`src/rtl/core/pphit_pkg.sv`:
```
`timescale 1ns / 1ps
package pphit_pkg;

   localparam int COORD_BITS_DEFAULT   = 12;
   localparam int MAX_BRANCHES_DEFAULT = 256;
   localparam int QUEUE_DEPTH          = 4;

   localparam int FIELD_COORD_BITS = 12;
   localparam int STRIDE_BITS      = 16;
   localparam int TOL_BITS         = 4;
   localparam int TOL_SQ_BITS      = 8;
   localparam int INDEX_BITS       = 24;
   localparam int CSR_INDEX_BITS   = 3;
   localparam int CSR_DATA_BITS    = 16;
   localparam int MAG_LIMIT_BITS   = 21;

   localparam logic [INDEX_BITS-1:0]  INDEX_MAX    = 24'hFFFFFF;
   localparam logic [TOL_BITS-1:0]    TOL_RESET    = 4'd5;
   localparam logic [TOL_SQ_BITS-1:0] TOL_SQ_RESET = 8'd25;
   localparam logic [STRIDE_BITS-1:0] STRIDE_RESET = 16'd1;

   typedef enum logic [1:0] {
      KIND_POINT      = 2'd0,
      KIND_STROKE_END = 2'd1,
      KIND_BRANCH_END = 2'd2,
      KIND_GRAPH_END  = 2'd3
   } kind_type;

   typedef enum logic [CSR_INDEX_BITS-1:0] {
      CSR_QUERY_X     = 3'd0,
      CSR_QUERY_Y     = 3'd1,
      CSR_SYMBOL_MODE = 3'd2,
      CSR_STRIDE      = 3'd3,
      CSR_TOLERANCE   = 3'd4
   } csr_index_type;

   typedef enum logic {
      OP_TEST      = 1'b0,
      OP_GRAPH_END = 1'b1
   } op_type;

   typedef struct packed {
      logic [FIELD_COORD_BITS-1:0] query_x;
      logic [FIELD_COORD_BITS-1:0] query_y;
      logic                        symbol_mode;
      logic [STRIDE_BITS-1:0]      stride;
      logic [TOL_BITS-1:0]         tol;
      logic [TOL_SQ_BITS-1:0]      tol_sq;
   } cfg_type;

endpackage

```
`src/rtl/core/pphit_queue.sv`:
```
`timescale 1ns / 1ps
module pphit_queue
   import pphit_pkg::*;
#(
   parameter int WIDTH = 8,
   parameter int DEPTH = QUEUE_DEPTH
) (
   input  logic             clock,
   input  logic             reset,
   input  logic             push,
   input  logic [WIDTH-1:0] wdata,
   output logic             full,
   input  logic             pop,
   output logic [WIDTH-1:0] rdata,
   output logic             empty
);

   localparam int PTRW = (DEPTH > 1) ? $clog2(DEPTH) : 1;
   localparam int CNTW = $clog2(DEPTH + 1);

   logic [WIDTH-1:0] mem_ff [DEPTH];
   logic [PTRW-1:0]  wr_ff, wr_in, rd_ff, rd_in;
   logic [CNTW-1:0]  count_ff, count_in;
   logic             do_push, do_pop;

   assign full    = (count_ff == CNTW'(DEPTH));
   assign empty   = (count_ff == '0);
   assign rdata   = mem_ff[rd_ff];
   assign do_push = push && !full;
   assign do_pop  = pop && !empty;

   always_comb begin
      wr_in    = wr_ff;
      rd_in    = rd_ff;
      count_in = count_ff;
      if (do_push) begin
         wr_in = (wr_ff == PTRW'(DEPTH - 1)) ? '0 : wr_ff + 1'b1;
      end
      if (do_pop) begin
         rd_in = (rd_ff == PTRW'(DEPTH - 1)) ? '0 : rd_ff + 1'b1;
      end
      if (do_push && !do_pop) begin
         count_in = count_ff + 1'b1;
      end else if (do_pop && !do_push) begin
         count_in = count_ff - 1'b1;
      end
   end

   always_ff @(posedge clock) begin
      if (reset) begin
         wr_ff    <= '0;
         rd_ff    <= '0;
         count_ff <= '0;
      end else begin
         wr_ff    <= wr_in;
         rd_ff    <= rd_in;
         count_ff <= count_in;
      end
   end

   always_ff @(posedge clock) begin
      if (do_push) begin
         mem_ff[wr_ff] <= wdata;
      end
   end

endmodule

```
`src/rtl/core/pphit_front.sv`:
```
`timescale 1ns / 1ps
module pphit_front
   import pphit_pkg::*;
#(
   parameter int COORD_BITS   = COORD_BITS_DEFAULT,
   parameter int MAX_BRANCHES = MAX_BRANCHES_DEFAULT,
   localparam int BRW         = $clog2(MAX_BRANCHES)
) (
   input  logic                        clock,
   input  logic                        reset,
   input  logic                        symbol_mode,
   input  logic                        in_valid,
   output logic                        in_ready,
   input  kind_type                    in_kind,
   input  logic [FIELD_COORD_BITS-1:0] in_x,
   input  logic [FIELD_COORD_BITS-1:0] in_y,
   input  logic                        q_full,
   output logic                        push,
   output op_type                      push_op,
   output logic [BRW-1:0]              push_branch,
   output logic [COORD_BITS-1:0]       push_x1,
   output logic [COORD_BITS-1:0]       push_y1,
   output logic [COORD_BITS-1:0]       push_x2,
   output logic [COORD_BITS-1:0]       push_y2
);

   localparam int CW = COORD_BITS;

   logic [CW-1:0]  prev_x_ff, prev_x_in, prev_y_ff, prev_y_in;
   logic           prev_valid_ff, prev_valid_in;
   logic [BRW-1:0] branch_ff, branch_in, branch_inc;
   logic [CW-1:0]  px, py;
   logic           accept;

   assign px       = CW'(in_x);
   assign py       = CW'(in_y);
   assign in_ready = !q_full;
   assign accept   = in_valid && in_ready;

   assign branch_inc  = (branch_ff == BRW'(MAX_BRANCHES - 1)) ? branch_ff : branch_ff + 1'b1;
   assign push_op     = (in_kind == KIND_GRAPH_END) ? OP_GRAPH_END : OP_TEST;
   assign push_branch = branch_ff;
   assign push_x1     = symbol_mode ? px : prev_x_ff;
   assign push_y1     = symbol_mode ? py : prev_y_ff;
   assign push_x2     = px;
   assign push_y2     = py;

   always_comb begin
      prev_x_in     = prev_x_ff;
      prev_y_in     = prev_y_ff;
      prev_valid_in = prev_valid_ff;
      branch_in     = branch_ff;
      push          = 1'b0;
      if (accept) begin
         case (in_kind)
            KIND_POINT: begin
               push          = symbol_mode || prev_valid_ff;
               prev_x_in     = px;
               prev_y_in     = py;
               prev_valid_in = 1'b1;
            end
            KIND_STROKE_END: begin
               if (symbol_mode) begin
                  branch_in = branch_inc;
               end
            end
            KIND_BRANCH_END: begin
               branch_in     = branch_inc;
               prev_valid_in = 1'b0;
            end
            KIND_GRAPH_END: begin
               push          = 1'b1;
               branch_in     = '0;
               prev_valid_in = 1'b0;
            end
            default: ;
         endcase
      end
   end

   always_ff @(posedge clock) begin
      if (reset) begin
         prev_x_ff     <= '0;
         prev_y_ff     <= '0;
         prev_valid_ff <= 1'b0;
         branch_ff     <= '0;
      end else begin
         prev_x_ff     <= prev_x_in;
         prev_y_ff     <= prev_y_in;
         prev_valid_ff <= prev_valid_in;
         branch_ff     <= branch_in;
      end
   end

endmodule

```
`src/rtl/core/pphit_back.sv`:
```
`timescale 1ns / 1ps
module pphit_back
   import pphit_pkg::*;
#(
   parameter int COORD_BITS   = COORD_BITS_DEFAULT,
   parameter int MAX_BRANCHES = MAX_BRANCHES_DEFAULT,
   localparam int BRW         = $clog2(MAX_BRANCHES)
) (
   input  logic                  clock,
   input  logic                  reset,
   input  cfg_type               cfg,
   input  logic                  q_empty,
   output logic                  q_pop,
   input  op_type                q_op,
   input  logic [BRW-1:0]        q_branch,
   input  logic [COORD_BITS-1:0] q_x1,
   input  logic [COORD_BITS-1:0] q_y1,
   input  logic [COORD_BITS-1:0] q_x2,
   input  logic [COORD_BITS-1:0] q_y2,
   output logic                  out_valid,
   input  logic                  out_ready,
   output logic                  out_hit,
   output logic [INDEX_BITS-1:0] out_index
);

   localparam int CW   = COORD_BITS;
   localparam int DW   = CW + 1;
   localparam int PW2  = 2 * DW;
   localparam int LW   = 2 * CW + 1;
   localparam int BDW  = LW + TOL_SQ_BITS;
   localparam int M2W  = 2 * MAG_LIMIT_BITS;
   localparam int CMPW = (BDW > M2W) ? BDW : M2W;
   localparam int PIW  = (BRW + STRIDE_BITS > INDEX_BITS) ? BRW + STRIDE_BITS : INDEX_BITS;

   logic adv;

   // stage 1: box test and differences
   logic [DW-1:0]        qxe, qye, tolw, x1e, y1e, x2e, y2e;
   logic                 lo_x, hi_x, lo_y, hi_y;
   logic                 box_in;
   logic signed [DW-1:0] sx_in, sy_in, dx_in, dy_in;
   logic                 v1_ff, box1_ff;
   op_type               op1_ff;
   logic [BRW-1:0]       br1_ff;
   logic signed [DW-1:0] sx_ff, sy_ff, dx_ff, dy_ff;

   // stage 2: products
   logic signed [PW2-1:0] pa_in, pb_in, sqx_in, sqy_in;
   logic [PIW-1:0]        idx_in;
   logic                  v2_ff, box2_ff;
   op_type                op2_ff;
   logic signed [PW2-1:0] pa_ff, pb_ff, sqx_ff, sqy_ff;
   logic [PIW-1:0]        idx_ff;

   // stage 3: cross magnitude squared, bound
   logic signed [PW2:0]       cross_val;
   logic [PW2:0]              mag;
   logic [MAG_LIMIT_BITS-1:0] mag_lo;
   logic                      small_in;
   logic [M2W-1:0]            mag2_in;
   logic [LW-1:0]             len2;
   logic [BDW-1:0]            bound_in;
   logic [INDEX_BITS-1:0]     idx_sat_in;
   logic                      v3_ff, box3_ff, small3_ff;
   op_type                    op3_ff;
   logic [M2W-1:0]            mag2_ff;
   logic [BDW-1:0]            bound_ff;
   logic [INDEX_BITS-1:0]     idx3_ff;

   // result
   logic                  hit3;
   logic                  found_ff, found_in;
   logic [INDEX_BITS-1:0] found_idx_ff, found_idx_in;
   logic                  out_valid_ff, out_valid_in;
   logic                  out_hit_ff, out_hit_in;
   logic [INDEX_BITS-1:0] out_index_ff, out_index_in;

   assign adv   = !out_valid_ff || out_ready;
   assign q_pop = adv && !q_empty;

   assign qxe  = DW'(CW'(cfg.query_x));
   assign qye  = DW'(CW'(cfg.query_y));
   assign tolw = DW'(cfg.tol);
   assign x1e  = DW'(q_x1);
   assign y1e  = DW'(q_y1);
   assign x2e  = DW'(q_x2);
   assign y2e  = DW'(q_y2);

   assign lo_x   = (qxe + tolw < x1e) && (qxe + tolw < x2e);
   assign hi_x   = (qxe > x1e + tolw) && (qxe > x2e + tolw);
   assign lo_y   = (qye + tolw < y1e) && (qye + tolw < y2e);
   assign hi_y   = (qye > y1e + tolw) && (qye > y2e + tolw);
   assign box_in = !(lo_x || hi_x || lo_y || hi_y);

   assign sx_in = signed'(x2e - x1e);
   assign sy_in = signed'(y2e - y1e);
   assign dx_in = signed'(qxe - x1e);
   assign dy_in = signed'(qye - y1e);

   assign pa_in  = sx_ff * dy_ff;
   assign pb_in  = dx_ff * sy_ff;
   assign sqx_in = sx_ff * sx_ff;
   assign sqy_in = sy_ff * sy_ff;
   assign idx_in = PIW'(br1_ff) * PIW'(cfg.stride);

   assign cross_val  = (PW2 + 1)'(pa_ff) - (PW2 + 1)'(pb_ff);
   assign mag        = cross_val[PW2] ? unsigned'(-cross_val) : unsigned'(cross_val);
   assign small_in   = ((mag >> MAG_LIMIT_BITS) == '0);
   assign mag_lo     = MAG_LIMIT_BITS'(mag);
   assign mag2_in    = M2W'(mag_lo) * M2W'(mag_lo);
   assign len2       = LW'(unsigned'(sqx_ff)) + LW'(unsigned'(sqy_ff));
   assign bound_in   = BDW'(len2) * BDW'(cfg.tol_sq);
   assign idx_sat_in = (idx_ff > PIW'(INDEX_MAX)) ? INDEX_MAX : idx_ff[INDEX_BITS-1:0];

   assign hit3 = box3_ff && small3_ff && (CMPW'(mag2_ff) <= CMPW'(bound_ff));

   always_comb begin
      found_in     = found_ff;
      found_idx_in = found_idx_ff;
      out_valid_in = out_valid_ff;
      out_hit_in   = out_hit_ff;
      out_index_in = out_index_ff;
      if (adv) begin
         if (out_ready) begin
            out_valid_in = 1'b0;
         end
         if (v3_ff) begin
            case (op3_ff)
               OP_TEST: begin
                  if (hit3 && !found_ff) begin
                     found_in     = 1'b1;
                     found_idx_in = idx3_ff;
                  end
               end
               OP_GRAPH_END: begin
                  out_valid_in = 1'b1;
                  out_hit_in   = found_ff;
                  out_index_in = found_ff ? found_idx_ff : '0;
                  found_in     = 1'b0;
                  found_idx_in = '0;
               end
               default: ;
            endcase
         end
      end
   end

   always_ff @(posedge clock) begin
      if (reset) begin
         v1_ff        <= 1'b0;
         v2_ff        <= 1'b0;
         v3_ff        <= 1'b0;
         found_ff     <= 1'b0;
         found_idx_ff <= '0;
         out_valid_ff <= 1'b0;
      end else begin
         if (adv) begin
            v1_ff <= !q_empty;
            v2_ff <= v1_ff;
            v3_ff <= v2_ff;
         end
         found_ff     <= found_in;
         found_idx_ff <= found_idx_in;
         out_valid_ff <= out_valid_in;
      end
   end

   always_ff @(posedge clock) begin
      if (adv) begin
         op1_ff    <= q_op;
         br1_ff    <= q_branch;
         box1_ff   <= box_in;
         sx_ff     <= sx_in;
         sy_ff     <= sy_in;
         dx_ff     <= dx_in;
         dy_ff     <= dy_in;
         op2_ff    <= op1_ff;
         box2_ff   <= box1_ff;
         pa_ff     <= pa_in;
         pb_ff     <= pb_in;
         sqx_ff    <= sqx_in;
         sqy_ff    <= sqy_in;
         idx_ff    <= idx_in;
         op3_ff    <= op2_ff;
         box3_ff   <= box2_ff;
         small3_ff <= small_in;
         mag2_ff   <= mag2_in;
         bound_ff  <= bound_in;
         idx3_ff   <= idx_sat_in;
      end
      out_hit_ff   <= out_hit_in;
      out_index_ff <= out_index_in;
   end

   assign out_valid = out_valid_ff;
   assign out_hit   = out_hit_ff;
   assign out_index = out_index_ff;

endmodule

```
`src/rtl/core/polyline_pick_hit_test_core.sv`:
```
`timescale 1ns / 1ps
// Polyline pick test: decides whether the configured query point picks one graph.
// req channel: one word per point or marker. tuser carries the item kind (point,
//   stroke end, branch end, graph end); tdata carries point x and y.
// rsp channel: one word per graph end. tuser is the hit flag, tdata the hit index
//   (branch number times stride of the first hit, zero on a miss).
// csr channel: index and data of one register, always ready; write only while
//   no graph is in flight.
// Throughput: one req word per cycle while the queue has room. The front end pairs
//   points into segments (symbol mode: one point per segment) and pushes them into
//   a four-entry queue; the back end evaluates one segment per cycle unless rsp
//   stalls, in a three-stage pipeline (differences, products, squared compare).
// Stall: while rsp waits, the back end holds; the front end keeps taking words
//   until the queue fills, then drops req_tready.
// Reset: synchronous; clears the queue, the pipeline, the per-graph state and
//   loads the register defaults (stride one, tolerance five pixels).
module polyline_pick_hit_test_core
   import pphit_pkg::*;
#(
   parameter int COORD_BITS   = COORD_BITS_DEFAULT,
   parameter int MAX_BRANCHES = MAX_BRANCHES_DEFAULT
) (
   input  logic                      clock,
   input  logic                      reset,
   input  logic                      req_tvalid,
   output logic                      req_tready,
   input  logic [23:0]               req_tdata,  // point_x, point_y
   input  logic [1:0]                req_tuser,  // item_kind
   output logic                      rsp_tvalid,
   input  logic                      rsp_tready,
   output logic [INDEX_BITS-1:0]     rsp_tdata,  // hit_index
   output logic                      rsp_tuser,  // hit
   input  logic                      csr_valid,
   output logic                      csr_ready,
   input  logic [CSR_INDEX_BITS-1:0] csr_index,
   input  logic [CSR_DATA_BITS-1:0]  csr_data
);

   localparam int CW  = COORD_BITS;
   localparam int BRW = $clog2(MAX_BRANCHES);
   localparam int QW  = 1 + BRW + 4 * CW;

   cfg_type        cfg_ff;
   logic           q_full, q_empty, q_pop, push;
   op_type         push_op;
   logic [BRW-1:0] push_branch;
   logic [CW-1:0]  push_x1, push_y1, push_x2, push_y2;
   logic [QW-1:0]  q_wdata, q_rdata;

   assign csr_ready = 1'b1;

   always_ff @(posedge clock) begin
      if (reset) begin
         cfg_ff.query_x     <= '0;
         cfg_ff.query_y     <= '0;
         cfg_ff.symbol_mode <= 1'b0;
         cfg_ff.stride      <= STRIDE_RESET;
         cfg_ff.tol         <= TOL_RESET;
         cfg_ff.tol_sq      <= TOL_SQ_RESET;
      end else if (csr_valid && csr_ready) begin
         case (csr_index)
            CSR_QUERY_X:     cfg_ff.query_x     <= csr_data[FIELD_COORD_BITS-1:0];
            CSR_QUERY_Y:     cfg_ff.query_y     <= csr_data[FIELD_COORD_BITS-1:0];
            CSR_SYMBOL_MODE: cfg_ff.symbol_mode <= csr_data[0];
            CSR_STRIDE:      cfg_ff.stride      <= csr_data;
            CSR_TOLERANCE: begin
               cfg_ff.tol    <= csr_data[TOL_BITS-1:0];
               cfg_ff.tol_sq <= TOL_SQ_BITS'(csr_data[TOL_BITS-1:0])
                                * TOL_SQ_BITS'(csr_data[TOL_BITS-1:0]);
            end
            default: ;
         endcase
      end
   end

   pphit_front #(
      .COORD_BITS   (COORD_BITS),
      .MAX_BRANCHES (MAX_BRANCHES)
   ) u_front (
      .clock       (clock),
      .reset       (reset),
      .symbol_mode (cfg_ff.symbol_mode),
      .in_valid    (req_tvalid),
      .in_ready    (req_tready),
      .in_kind     (kind_type'(req_tuser)),
      .in_x        (req_tdata[11:0]),
      .in_y        (req_tdata[23:12]),
      .q_full      (q_full),
      .push        (push),
      .push_op     (push_op),
      .push_branch (push_branch),
      .push_x1     (push_x1),
      .push_y1     (push_y1),
      .push_x2     (push_x2),
      .push_y2     (push_y2)
   );

   assign q_wdata = {push_op, push_branch, push_y2, push_x2, push_y1, push_x1};

   pphit_queue #(
      .WIDTH (QW),
      .DEPTH (QUEUE_DEPTH)
   ) u_queue (
      .clock (clock),
      .reset (reset),
      .push  (push),
      .wdata (q_wdata),
      .full  (q_full),
      .pop   (q_pop),
      .rdata (q_rdata),
      .empty (q_empty)
   );

   pphit_back #(
      .COORD_BITS   (COORD_BITS),
      .MAX_BRANCHES (MAX_BRANCHES)
   ) u_back (
      .clock     (clock),
      .reset     (reset),
      .cfg       (cfg_ff),
      .q_empty   (q_empty),
      .q_pop     (q_pop),
      .q_op      (op_type'(q_rdata[QW-1])),
      .q_branch  (q_rdata[4*CW+BRW-1:4*CW]),
      .q_x1      (q_rdata[CW-1:0]),
      .q_y1      (q_rdata[2*CW-1:CW]),
      .q_x2      (q_rdata[3*CW-1:2*CW]),
      .q_y2      (q_rdata[4*CW-1:3*CW]),
      .out_valid (rsp_tvalid),
      .out_ready (rsp_tready),
      .out_hit   (rsp_tuser),
      .out_index (rsp_tdata)
   );

endmodule

```
`config.mk`:
```
export PLATFORM = sky130hd
export DESIGN_NAME = polyline_pick_hit_test_core
export DESIGN_NICKNAME = d
export VERILOG_FILES = /design/src/rtl/core/pphit_pkg.sv /design/src/rtl/core/pphit_queue.sv /design/src/rtl/core/pphit_front.sv /design/src/rtl/core/pphit_back.sv /design/src/rtl/core/polyline_pick_hit_test_core.sv
export SDC_FILE = /design/constraint.sdc
export NUM_CORES = 2
export LEC_CHECK = 0
export BUFFER_PORTS_ARGS = -buffer_cell sky130_fd_sc_hd__buf_2
export CORE_UTILIZATION = 45
export CTS_CLUSTER_DIAMETER = 40
export DETAILED_ROUTE_END_ITERATION = 6
export PLACE_DENSITY_LB_ADDON = 0.25
export SLEW_MARGIN = 20
export SYNTH_ARGS = -nofsm -noshare
export SYNTH_HDL_FRONTEND = slang
export SYNTH_SLANG_ARGS = --single-unit
export TNS_END_PERCENT = 10
```
`constraint.sdc`:
```
create_clock -name clock -period 12.67 [get_ports clock]
set_input_delay 2.534 -clock clock [delete_from_list [all_inputs] [get_ports clock]]
set_output_delay 2.534 -clock clock [all_outputs]
set_load 0.05 [all_outputs]
```
After elaboration in Yosys (flattened, before gate mapping) --
Memories as Yosys holds them, arrays and structs flattened. A register that Yosys moved wholly into a read port is not among the register bits. Index checks and enable logic that the tools add are counted.
Word-level totals: register bits 439, RAM bits 228, bits of input ports 50, output and inout bits 28, word-level logic and storage cells 160, memories kept 1
Memory list:
- u_queue.mem_ff | words 4, bits a word 57, rd ports 1, clocked after memory_dff 1, write ports 1, RTL line pphit_queue.sv:21 | logic [WIDTH-1:0] mem_ff [DEPTH];
Operators by class: $add $sub $neg 18, $mul 8, magnitude comparators 10, equal/unequal tests 13, multiplexer cells 25, bitwise logic cells 1, reductions and logical operators 43
Operators with widths (number):
- $add 12x4->13 | 6
- $gt 12x13->1 | 4
- $lt 13x12->1 | 4
- $mul 13x13->26 | 2
- $sub 12x12->13 | 4
- $mul 13x13->25 | 2
- $pmux 24 s2 | 1
- $le 42x33->1 | 1
- $mul 21x21->42 | 1
- $mul 25x8->33 | 1
- $logic_not 27->1 | 1
- $mux 27 | 1
- $neg 27->27 | 1
- $sub 26x26->27 | 1
- $add 25x25->25 | 1
- $gt 24x24->1 const B | 1
- $mul 8x16->24 | 1
- $mux 12 | 2
- $mux 24 | 1
- $pmux 8 s3 | 1
- $mux 8 | 2
- $reduce_and 2->1 | 7
- $logic_and 1x1->1 | 13
- $reduce_and 3->1 | 3
- 25 further kinds | 56

Depth between registers and ports, before layout --
depth after elaboration 9, mapped depth 41, gate-level depth less buffers 40

By module --
A second synthesis with hierarchy kept.
Unflattened totals: cells, all modules 7520, area total of the unflattened synthesis 77520.6 um^2
By module, submodules not included:
- pphit_back | times used 1, cells each 6687, area an instance 64847.2 um^2, seq. area each 10009.6 um^2
- pphit_queue | times used 1, cells each 347, area an instance 8720.9 um^2, seq. area each 7026.7 um^2
- polyline_pick_hit_test_core | times used 1, cells each 261, area an instance 2077.0 um^2, seq. area each 1021.0 um^2
- pphit_front | times used 1, cells each 225, area an instance 1875.5 um^2, seq. area each 660.6 um^2

Worst setup path before layout --
No wires, ideal clock.
path type input to register, from in rsp_tready, to reg u_queue.count_ff[2], library setup time 0.070 ns, data arrival time 13.645 ns, data required time 12.600 ns, setup slack -1.045 ns, stages 9, buffers on the path 1, cells stage by stage nand2b_1 clkbuf_1 o31ai_1 ha_1 inv_1 fa_1 xor2_1 or3_1 a21oi_1
On the way: longest elaborated chain between the ends 6, elaborated cells between the ends (all ways) 8, classes of those cells mux: 1; reduce/logical: 7
RTL lines:
- start: declaration | RTL line polyline_pick_hit_test_core.sv:30 | input logic rsp_tready,
- $logic_or 1x1->1 * | RTL line pphit_back.sv:78 | assign adv = !out_valid_ff || out_ready;
- $logic_and 1x1->1 * | RTL line pphit_back.sv:79 | assign q_pop = adv && !q_empty;
- $logic_and 1x1->1 * | RTL line pphit_queue.sv:30 | assign do_pop = pop && !empty;
- $logic_not 1->1 | RTL line pphit_queue.sv:42 | if (do_push && !do_pop) begin
- $logic_and 1x1->1 | RTL line pphit_queue.sv:42
- $mux 3 or $reduce_bool 2->1 (tied branches)
- end signal: assignment | RTL line pphit_queue.sv:57 | count_ff <= count_in;
- end: declaration | RTL line pphit_queue.sv:23 | logic [CNTW-1:0] count_ff, count_in;
Every way passes the cells marked *; elsewhere a longest branch is shown, timed or not. A chain may end at the register's enable or synchronous reset.

Worst setup path in the final report --
from reg u_back.pa_ff[0], to reg u_back.mag2_ff[31], data pin
On the way: longest elaborated chain between the ends 4
RTL lines:
- start: declaration | RTL line pphit_back.sv:52 | logic signed [PW2-1:0] pa_ff, pb_ff, sqx_ff, sqy_ff;
- start signal: assignment | RTL line pphit_back.sv:179 | pa_ff <= pa_in;
- $sub 26x26->27 * | RTL line pphit_back.sv:106 | assign cross_val = (PW2 + 1)'(pa_ff) - (PW2 + 1)'(pb_ff);
- $neg 27->27 | RTL line pphit_back.sv:107 | assign mag = cross_val[PW2] ? unsigned'(-cross_val) : unsigned'(cross_val);
- $mux 27 * | RTL line pphit_back.sv:107
- $mul 21x21->42 * | RTL line pphit_back.sv:110 | assign mag2_in = M2W'(mag_lo) * M2W'(mag_lo);
- named net u_back.mag2_in[31] | RTL line pphit_back.sv:60 | logic [M2W-1:0] mag2_in;
- end signal: assignment | RTL line pphit_back.sv:187 | mag2_ff <= mag2_in;
- end: declaration | RTL line pphit_back.sv:66 | logic [M2W-1:0] mag2_ff;
The timed path passes the listed nets; every way through them passes the cells marked *.

==> run summary <==
status = finished clean
worst-skew pair later-pin latency = 750 ps
Final ANT Viol Nets = 0
first-pass GRT wire length = 291,000 um
max layer used = met5
clk root buf = clkbuf_16
DR WL/cell = 18.4 um
Post-CTS Setup Inserts = 0
DRT met1 WL = 75,300 um
htree depth = 3
Fin. Hold Viols = 0
met2 WL post-DR = 91,400 um
RSZ-0062 raised after global routing = no
post-cts resize count = 0
Port Buffers = 76
Yosys top cell area share = 29.9%
die height = 415 um
Area Overhead vs Synth = 8.62%
# IOs = 78
crit path buf inv count = 5
HP Class = flop to flop
CP max stage cell = a41oi_1
clk slew on worst S/H paths = 60 ps
Hold Buf Count CTS = 0
starting density of the core = 45.4%
Vias = 51,020
CP Max Fanout = 11
area leader, netlist = fa_1
cts bufs inserted = 104
final setup fails = 0
GRT Overall Usage = 21.4%
dpl hpwl = 142,000 um
post-route minimum period = 10,360 ps
routed wl met3 = 6060 um
Netlist Area Pre-Place = 0.0769 sq mm
vias in the first global route = 54,665
synth top area cells = fa_1, edfxtp_1, ha_1, inv_1, nand2_1
deepest clock path buffer count = 3
CTS tree = yes
Worst setup SP type = flop
Worst EP arrival = 10,840 ps
Top delay family on crit path = adder cells
fin area = 0.0835 sq mm
Max-slew headroom = 29.7%
layout cells sized above 1 = 6.42%
Initial DRT Pass Iterations = 6
Mapped Cells = 7,439
top cells by count, synth = inv_1, fa_1, nand2_1
Setup WS pre-CTS = 2310 ps
final worst path period share = 81.8%
adder-cell area share of the yosys netlist = 42.5%
sequential fraction of the synthesis area = 24.3%
clk_skew = 82.5 ps
Achievable Freq = 96.5 MHz
multiplexer share of the synthesized area = 2.27%
fraction of registers with async set/reset = 0%
number of enable flip-flop cells after synthesis = 542
Synth Flop Type = edfxtp_1
synthesized area per cell = 10.3 sq um
Area after DPL = 0.0798 sq mm
DIE AREA = 0.173 sq mm
simple-gate share of the synthesized area = 11.9%
Inst Count DP = 9,592
RD Place Congestion = 0.892
count leader, synth = inv_1
crit path kind = flop to flop
Compound-Gate Fraction of Synth Area = 6.84%
worst-margin pin slew = 1060 ps
Yosys reg bits = 664
# DRC = 0
Yosys cell types = 89
Post-Layout Cell Count = 9,800
largest net degree at the start of global routing = 131
required time worst endpoint = 13,150 ps
most frequent CP cell = fa_1
Fin Setup TNS = 0 ps
Core Region = 0.169 sq mm
Clock Sinks = 664
Slew Viols, Final = 0
# nets final = 9,453
Worst Slack Setup Final = 2310 ps
crit-path max cell delay = 660 ps
total gr overflow = 0
Synth Warn # = 0
Post-Route WL = 180,000 um
vias per cell = 5.21
FP Rows = 151
1st-iter DRT viols = 2,550
initial antenna violation count = 18
Post-Synth XOR/XNOR Area = 4.01%
crit path capture type = flop
max-cap violation count = 0
Die X = 415 um
largest family of logic cells by synthesized area = adder cells
[state kept, by name, summed over array words and instances (netlist names), 8 cells and up, named ones only]
register / cells
u_back.br1_ff: 8
u_back.sy_ff: 13
u_back.dy_ff: 13
u_back.found_idx_ff: 24
u_front.prev_y_ff: 12
u_back.out_index: 24
u_back.idx3_ff: 24
u_back.mag2_ff: 41
u_back.sqy_ff: 24
u_queue.mem_ff: 228
cfg_ff: 51
u_back.pa_ff: 26
u_back.sx_ff: 13
u_back.sqx_ff: 24
u_back.idx_ff: 24
u_back.dx_ff: 13
u_back.pb_ff: 26
u_front.prev_x_ff: 12
u_back.bound_ff: 33
u_front.push_branch: 8
[per-layer routing]
layer	GRT usage (%)	vias up
li1	-	23880
met1	26.7	25918
met2	37.5	916
met3	2.19	298
met4	8.98	8
met5	0	-
[layout by cell type, fill, tap and decap left out, types with 259 or more instances in the layout]
| cell type | instances |
|---|---|
| and2_1 | 386 |
| inv_1 | 1387 |
| fa_1 | 1149 |
| nand2_1 | 842 |
| ha_1 | 774 |
| xnor2_1 | 259 |
| nor2_1 | 320 |
| edfxtp_1 | 542 |
| a21oi_1 | 277 |
[area by class of cell]
class,instances,area (sq um)
Tap cell,2218,2780
Fill cell,15441,86000
Clock inverter,80,978
Sequential cell,664,18700
Multi-Input combinational cell,5152,52100
Clock buffer,117,2700
Timing Repair Buffer,151,958
Inverter,1407,5280
Antenna cell,11,27.5
[worst reg2reg max path, delay by kind of cell (launching register included)]
| family | cells | cell delay, ps |
|---|---|---|
| compound gates | 9 | 2690 |
| simple gates | 5 | 1590 |
| flops | 1 | 360 |
| fa+ha+maj | 10 | 4380 |
| buf+inv | 5 | 820 |
| xor+xnor | 3 | 300 |
[final timing paths]
path                          from                  to  slack, ps  cells past startpoint
setup / recovery   u_back.pa_ff[0]  u_back.mag2_ff[31]       2310                     32
hold / removal    u_back.idx_ff[3]   u_back.idx3_ff[3]        410                      0
setup reg to reg   u_back.pa_ff[0]  u_back.mag2_ff[31]       2310                     32
hold reg to reg   u_back.idx_ff[3]   u_back.idx3_ff[3]        410                      0
[per-stage QoR]
step	hold slack [ps]	util [%]
2_1_floorplan	400	-
3_3_place_gp	402	47.1
3_5_place_dp	405	47.1
4_1_cts	418	49.3
5_1_grt	421	49.3
6_report	415	49.3
[kinds of logic after synthesis]
logic type	after synthesis
AO/OA/AOI/OAI	811
XOR/XNOR	351
adder cells (fa/ha/maj)	1923
buffers and inverters	1647
flip-flops	664
multiplexers	99
other	2
AND/OR/NAND/NOR	1942
Power is not shown: default switching activity piles up to over one toggle a cycle in this logic, so the estimate is an artifact.
